[src/design/pbu_pkg.sv]
package pbu_pkg;

  localparam int NUM_DIMS   = 7;
  localparam int LEN_BITS   = 10;
  localparam int MAX_VARS   = 8;
  localparam int VAR_DIM    = NUM_DIMS - 1;
  localparam int OFF_W      = 60;
  localparam int VAR_W      = 3;
  localparam int CFG_W      = 60;
  localparam int CFG_IDX_W  = 3;
  localparam int FIFO_DEPTH = 4;
  localparam int FIFO_PTR_W = 2;

  // element type codes
  localparam logic [2:0] TYP_I8  = 3'd0;
  localparam logic [2:0] TYP_I16 = 3'd1;
  localparam logic [2:0] TYP_I32 = 3'd2;
  localparam logic [2:0] TYP_F32 = 3'd3;
  localparam logic [2:0] TYP_F64 = 3'd4;

  // configuration register indexes
  localparam logic [CFG_IDX_W-1:0] CFG_DIM_LENGTHS   = 3'd0;
  localparam logic [CFG_IDX_W-1:0] CFG_DIM_ORDER     = 3'd1;
  localparam logic [CFG_IDX_W-1:0] CFG_SWAP_BYTES    = 3'd2;
  localparam logic [CFG_IDX_W-1:0] CFG_VAR_COUNT     = 3'd3;
  localparam logic [CFG_IDX_W-1:0] CFG_VAR_TYPES     = 3'd4;
  localparam logic [CFG_IDX_W-1:0] CFG_VAR_READ_MASK = 3'd5;
  localparam logic [CFG_IDX_W-1:0] CFG_SKIP_BYTES    = 3'd6;

  // one assembled element, handed from front to back
  typedef struct packed {
    logic                                written;
    logic [VAR_W-1:0]                    var_index;
    logic [2:0]                          code;
    logic [63:0]                         raw;
    logic [NUM_DIMS-1:0][LEN_BITS-1:0]   cnt;
    logic [NUM_DIMS-1:0][OFF_W-1:0]      lstr;
    logic                                last;
  } elem_t;

  typedef struct packed {
    logic full;
    logic empty;
  } fifo_st_t;

  typedef struct packed {
    logic busy;
    logic push;
  } front_st_t;

endpackage

[src/design/pbu_fifo.sv]
module pbu_fifo (
  input  logic               clk,
  input  logic               rst_n,
  input  logic               push,
  input  pbu_pkg::elem_t     push_elem,
  input  logic               pop,
  output pbu_pkg::elem_t     head,
  output pbu_pkg::fifo_st_t  st
);

  pbu_pkg::elem_t                 mem_r [pbu_pkg::FIFO_DEPTH];
  logic [pbu_pkg::FIFO_PTR_W-1:0] wp_r, rp_r;
  logic [pbu_pkg::FIFO_PTR_W:0]   cnt_r;

  assign head     = mem_r[rp_r];
  assign st.full  = cnt_r == (pbu_pkg::FIFO_PTR_W+1)'(pbu_pkg::FIFO_DEPTH);
  assign st.empty = cnt_r == '0;

  always_ff @(posedge clk) begin
    if (push) mem_r[wp_r] <= push_elem;
  end

  always_ff @(posedge clk) begin
    if (!rst_n) begin
      wp_r  <= '0;
      rp_r  <= '0;
      cnt_r <= '0;
    end else begin
      if (push) wp_r <= wp_r + pbu_pkg::FIFO_PTR_W'(1);
      if (pop)  rp_r <= rp_r + pbu_pkg::FIFO_PTR_W'(1);
      case ({push, pop})
        2'b10:   cnt_r <= cnt_r + (pbu_pkg::FIFO_PTR_W+1)'(1);
        2'b01:   cnt_r <= cnt_r - (pbu_pkg::FIFO_PTR_W+1)'(1);
        default: cnt_r <= cnt_r;
      endcase
    end
  end

endmodule

[config.mk]
export PLATFORM = sky130hd
export DESIGN_NAME = pbu_fifo
export DESIGN_NICKNAME = d
export VERILOG_FILES = /design/src/design/pbu_pkg.sv /design/src/design/pbu_fifo.sv
export SDC_FILE = /design/constraint.sdc
export NUM_CORES = 1
export LEC_CHECK = 0
export BUFFER_PORTS_ARGS = -buffer_cell sky130_fd_sc_hd__buf_2
export CAP_MARGIN = 20
export CORE_MARGIN = 2
export CORE_UTILIZATION = 30
export CTS_CLUSTER_DIAMETER = 80
export DETAILED_ROUTE_END_ITERATION = 7
export HOLD_SLACK_MARGIN = 0.05
export SYNTH_ARGS = -nofsm -noshare
export SYNTH_HDL_FRONTEND = slang
export SYNTH_SLANG_ARGS = --single-unit
[constraint.sdc]
create_clock -name clk -period 20.9 [get_ports clk]
set_input_delay 4.18 -clock clk [delete_from_list [all_inputs] [get_ports clk]]
set_output_delay 4.18 -clock clk [all_outputs]
set_load 0.05 [all_outputs]
=== Word-level counts from Yosys, hierarchy flattened ===
Memory sizes are Yosys's and may differ from the RTL's. A register that Yosys moved wholly into a read port is not among the register bits.
Cells that the tools add are included.

* Register bits: 7
* Memory bits (writable): 2248
* Bits of input ports: 566
* Memories: 1

* $add $sub $neg: 4
* Equal/unequal tests: 3
* Multiplexer cells: 5
* Reductions and logical operators: 2

{| class="wikitable"
|+ Memories
! name !! words !! width !! rd ports !! clocked after Yosys merged registers in !! wr ports !! RTL line !! source
|-
| mem_r || 4 || 562 || 1 || 1 || 1 || pbu_fifo.sv:11 || <nowiki>pbu_pkg::elem_t mem_r [pbu_pkg::FIFO_DEPTH];</nowiki>
|}

{| class="wikitable"
|+ Operator list
! cell !! number
|-
| $pmux W3 S2 || 1
|-
| $add A2 B1 Y2 const B || 2
|-
| $mux W2 || 2
|-
| $add A3 B1 Y3 const B || 1
|-
| $eq A3 B3 Y1 const B || 1
|-
| $logic_not A3 Y1 || 1
|-
| $sub A3 B1 Y3 const B || 1
|-
| $eq A2 B1 Y1 const B || 1
|-
| $eq A2 B2 Y1 const B || 1
|-
| $mux W1 || 2
|-
| $reduce_bool A2 Y1 || 1
|}

=== Logic depth before layout (Yosys ltp) ===
* Word-level depth: 3
* Mapped depth: 7

=== Worst setup path before layout ===
OpenSTA, ideal clock, no wires.

* Path kind: input port to flip-flop
* Start point: in push
* End point: mem mem_r[0][0] in the netlist's numbering (enable)
* Library setup time: 0.998 ns
* Arrival time: 16.786 ns
* Data required time: 19.902 ns
* Path slack: 3.116 ns
* Stages on the path: 1
* Cells stage by stage: and2_1

* Longest elaborated chain between the ends: 2

{| class="wikitable"
|+ RTL lines
! element !! RTL line !! source
|-
| start: declaration || pbu_fifo.sv:4 || <nowiki>input logic push,</nowiki>
|-
| $mux W1 || pbu_fifo.sv:20 || <nowiki>if (push) mem_r[wp_r] <= push_elem;</nowiki>
|-
| $mux W1 (not written as such) || pbu_fifo.sv:20 ||
|-
| end: declaration || pbu_fifo.sv:11 ||
|}

Every way passes these cells.

==> impl_metrics.json <==
{
  "status": "complete, no violations",
  "rsz0062_at_grt": "no",
  "leakagePower_nw": 32.4,
  "die_w_um": 525,
  "max-clock-path-buffers": 4,
  "vias_per_cell": 4.63,
  "yosysWarnings": 0,
  "cp_max_fo": 93,
  "die_h_um": 525,
  "peakVddDrop_v": 0.0000789,
  "wl_met2_um": 94000,
  "postCtsSetupBuffers": 0,
  "period_share": 0.477,
  "cap_violations": 0,
  "cts_tree": "built",
  "crit_buf_inv": 5,
  "placedCellCount": 7603,
  "drt-total-wl_um": 194000,
  "ys_seq_area_frac": 0.832,
  "arrival_ns": 5.79,
  "timing.fmax_ghz": 0.100,
  "routed-via-count": 37412,
  "hold_viol": 0,
  "cts_root_buf": "clkbuf_16",
  "numCtsBuffers": 235,
  "min_period_ns": 9.97,
  "drtPass1Iterations": 5,
  "crit_family": "buffers and inverters",
  "layout.nets": 4842,
  "critPathSlowestCell": "buf_4",
  "clkTransAtPathRegs_ns": 0.06,
  "wl_met1_um": 71500,
  "antenna_found_initial": 139,
  "synth_nets": 3554,
  "fp.coreArea_um2": 270000,
  "place_hpwl_um": 125000,
  "ys_ff_latch": 2257,
  "netlist_area_um2": 81300,
  "highest_layer": "met5",
  "setup_violations": 0,
  "dieArea_um2": 275000,
  "synth_edf_count": 2248,
  "clkLatencyLatePin_ns": 0.86,
  "grt_overflow_total": 0,
  "grt_max_degree": 133,
  "synth_cell_types": 22,
  "cts_resized": 0,
  "synthCells": 2982,
  "crit_type": "flop to primary output",
  "gp_routability_congestion": 0.790,
  "wl_met3_um": 21900,
  "synth_flop_cell": "edfxtp_1",
  "slew_violations": 0,
  "slew_headroom": 0.257,
  "cpPeakStageDelay_ns": 0.85,
  "tns_ns": 0,
  "final_cells": 8085,
  "io-pin-count": 1130,
  "grt_pass1_vias": 38994,
  "cp-end-kind": "primary output",
  "track_usage": 0.136,
  "io_buffers": 1129,
  "fin_skew_ns": 0.0338,
  "layout-drive-gt1-share": 0.464,
  "hold_class": "flop to flop",
  "start_util": 0.301,
  "worstMarginPinSlew_ns": 1.11,
  "detail_route.wl_per_cell_um": 23.9,
  "crit_chain": "buf_4 -> buf_12 -> buf_12 -> buf_4 -> mux4_2 -> buf_2",
  "htreeDepth": 4,
  "cts_num_sinks": 2257,
  "dr.first_iter.drc_count": 2702,
  "cp-start-kind": "flop",
  "grt_first_pass_wirelength_um": 278000,
  "num_rows": 191,
  "areaGrowthSynthToFinish_pct": 21.7,
  "power.density_nw_per_um2": 109,
  "drt_drc_violations_left": 0,
  "required_ns": 16.72,
  "ant_nets": 0,
  "syn-mean-instance-area_um2": 27.3,
  "async_reset_ff_frac": 0,
  "cts_hold_buf": 0
}
[final timing paths]
path,from,slack [ns],cells after the start,to
hold / removal,cnt_r[2]$_SDFFE_PN0P_,0.51,2,cnt_r[2]$_SDFFE_PN0P_
hold reg to reg,cnt_r[2]$_SDFFE_PN0P_,0.51,2,cnt_r[2]$_SDFFE_PN0P_
setup reg to reg,wp_r[0]$_SDFFE_PN0P_,15.72,7,mem_r[1][189]$_DFFE_PP_
setup / recovery,flop,10.93,6,head[174]
[cell type report]
cell class,instances,area [um2]
multi-input cells,593,12900
repair buffers,1177,6200
well taps,3570,4470
fillers,24522,171000
flip-flops and latches,2257,67700
clock buffers,284,6150
diodes,51,128
clock inverters,147,1400
inverters,6,22.5
[flip-flops by register name, summed over array words and instances (netlist names), named ones only]
register  flops
mem_r      2248
rp_r          2
wp_r          2
cnt_r         3
[synth_stat cells (all sizes together) (2+ instances only)]
library cell	number	area (um2)
xor2	3	26.3
ha	5	62.6
buf	114	686
xnor2	2	17.5
dfxtp	9	180
edfxtp	2248	67500
inv	6	22.5
clkbuf	12	45.0
nand2	2	7.51
o21ai	2	10.0
and2	10	62.6
mux4	562	12700
[kinds of logic (layout without fill, tap and decap cells)]
kind of cell               count (synthesis)  count (layout)  synth area share
xor gates and xnor gates                   5               5          0.000538
muxes                                    563             563             0.156
and+or+nand+nor                           16              16           0.00115
adders and majority gates                  6               6           0.00102
DFF                                     2257            2257             0.832
AOI/OAI and AO/OA                          3               3          0.000215
buffers and inverters                    132            1614           0.00926
other                                      0              51                 0
[layout by cell type, fill, tap and decap left out, drive strengths merged]
cell type,instances
clkinv,109
ha,5
inv,18
nand2,2
xor2,3
a21boi,1
and2,10
mux4,562
dfxtp,9
nor3,1
bufinv,21
or3,1
buf,1177
o21ai,2
nor2b,1
clkinvlp,5
xnor2,2
fa,1
edfxtp,2248
diode,51
clkbuf,284
and3,1
mux2i,1
[per-layer routing]
| metal | GRT usage | vias up |
|---|---|---|
| li1 | - | 15729 |
| met1 | 0.157 | 19702 |
| met2 | 0.226 | 1418 |
| met3 | 0.0663 | 453 |
| met4 | 0.0357 | 110 |
| met5 | 0 | - |
[worst register-to-register path, delay by kind of cell, from the launching register on]
| kind | cells | cell delay (ns) |
|---|---|---|
| AND/OR/NAND/NOR | 1 | 0.68 |
| buffers and inverters | 5 | 3.55 |
| flip-flops | 1 | 0.39 |
| adder cells (fa/ha/maj) | 1 | 0.17 |
[power breakdown]
group	internal (mW)	total [mW]	leakage [nW]	switching [mW]
clock	2.35	4.06	3.69	1.70
combinational	0.410	1.49	7.95	1.08
sequential	5.21	5.26	20.7	0.0465
[stage by stage]
stage                     setup slack, ns  utilization  total power, mW  area [um2]  hold WS [ns]
after detailed placement            11.55        0.338             6.87       91300         0.506
after global routing                10.23        0.366             11.2       98900         0.570
after floorplan                      3.12            -             6.53       81300         0.473
after global placement              11.54        0.338             6.85       91300         0.496
final                               10.93        0.366             10.8       99000         0.510
after CTS                           10.56        0.366             10.9       98800         0.515
(Power assumes the default switching activity.)
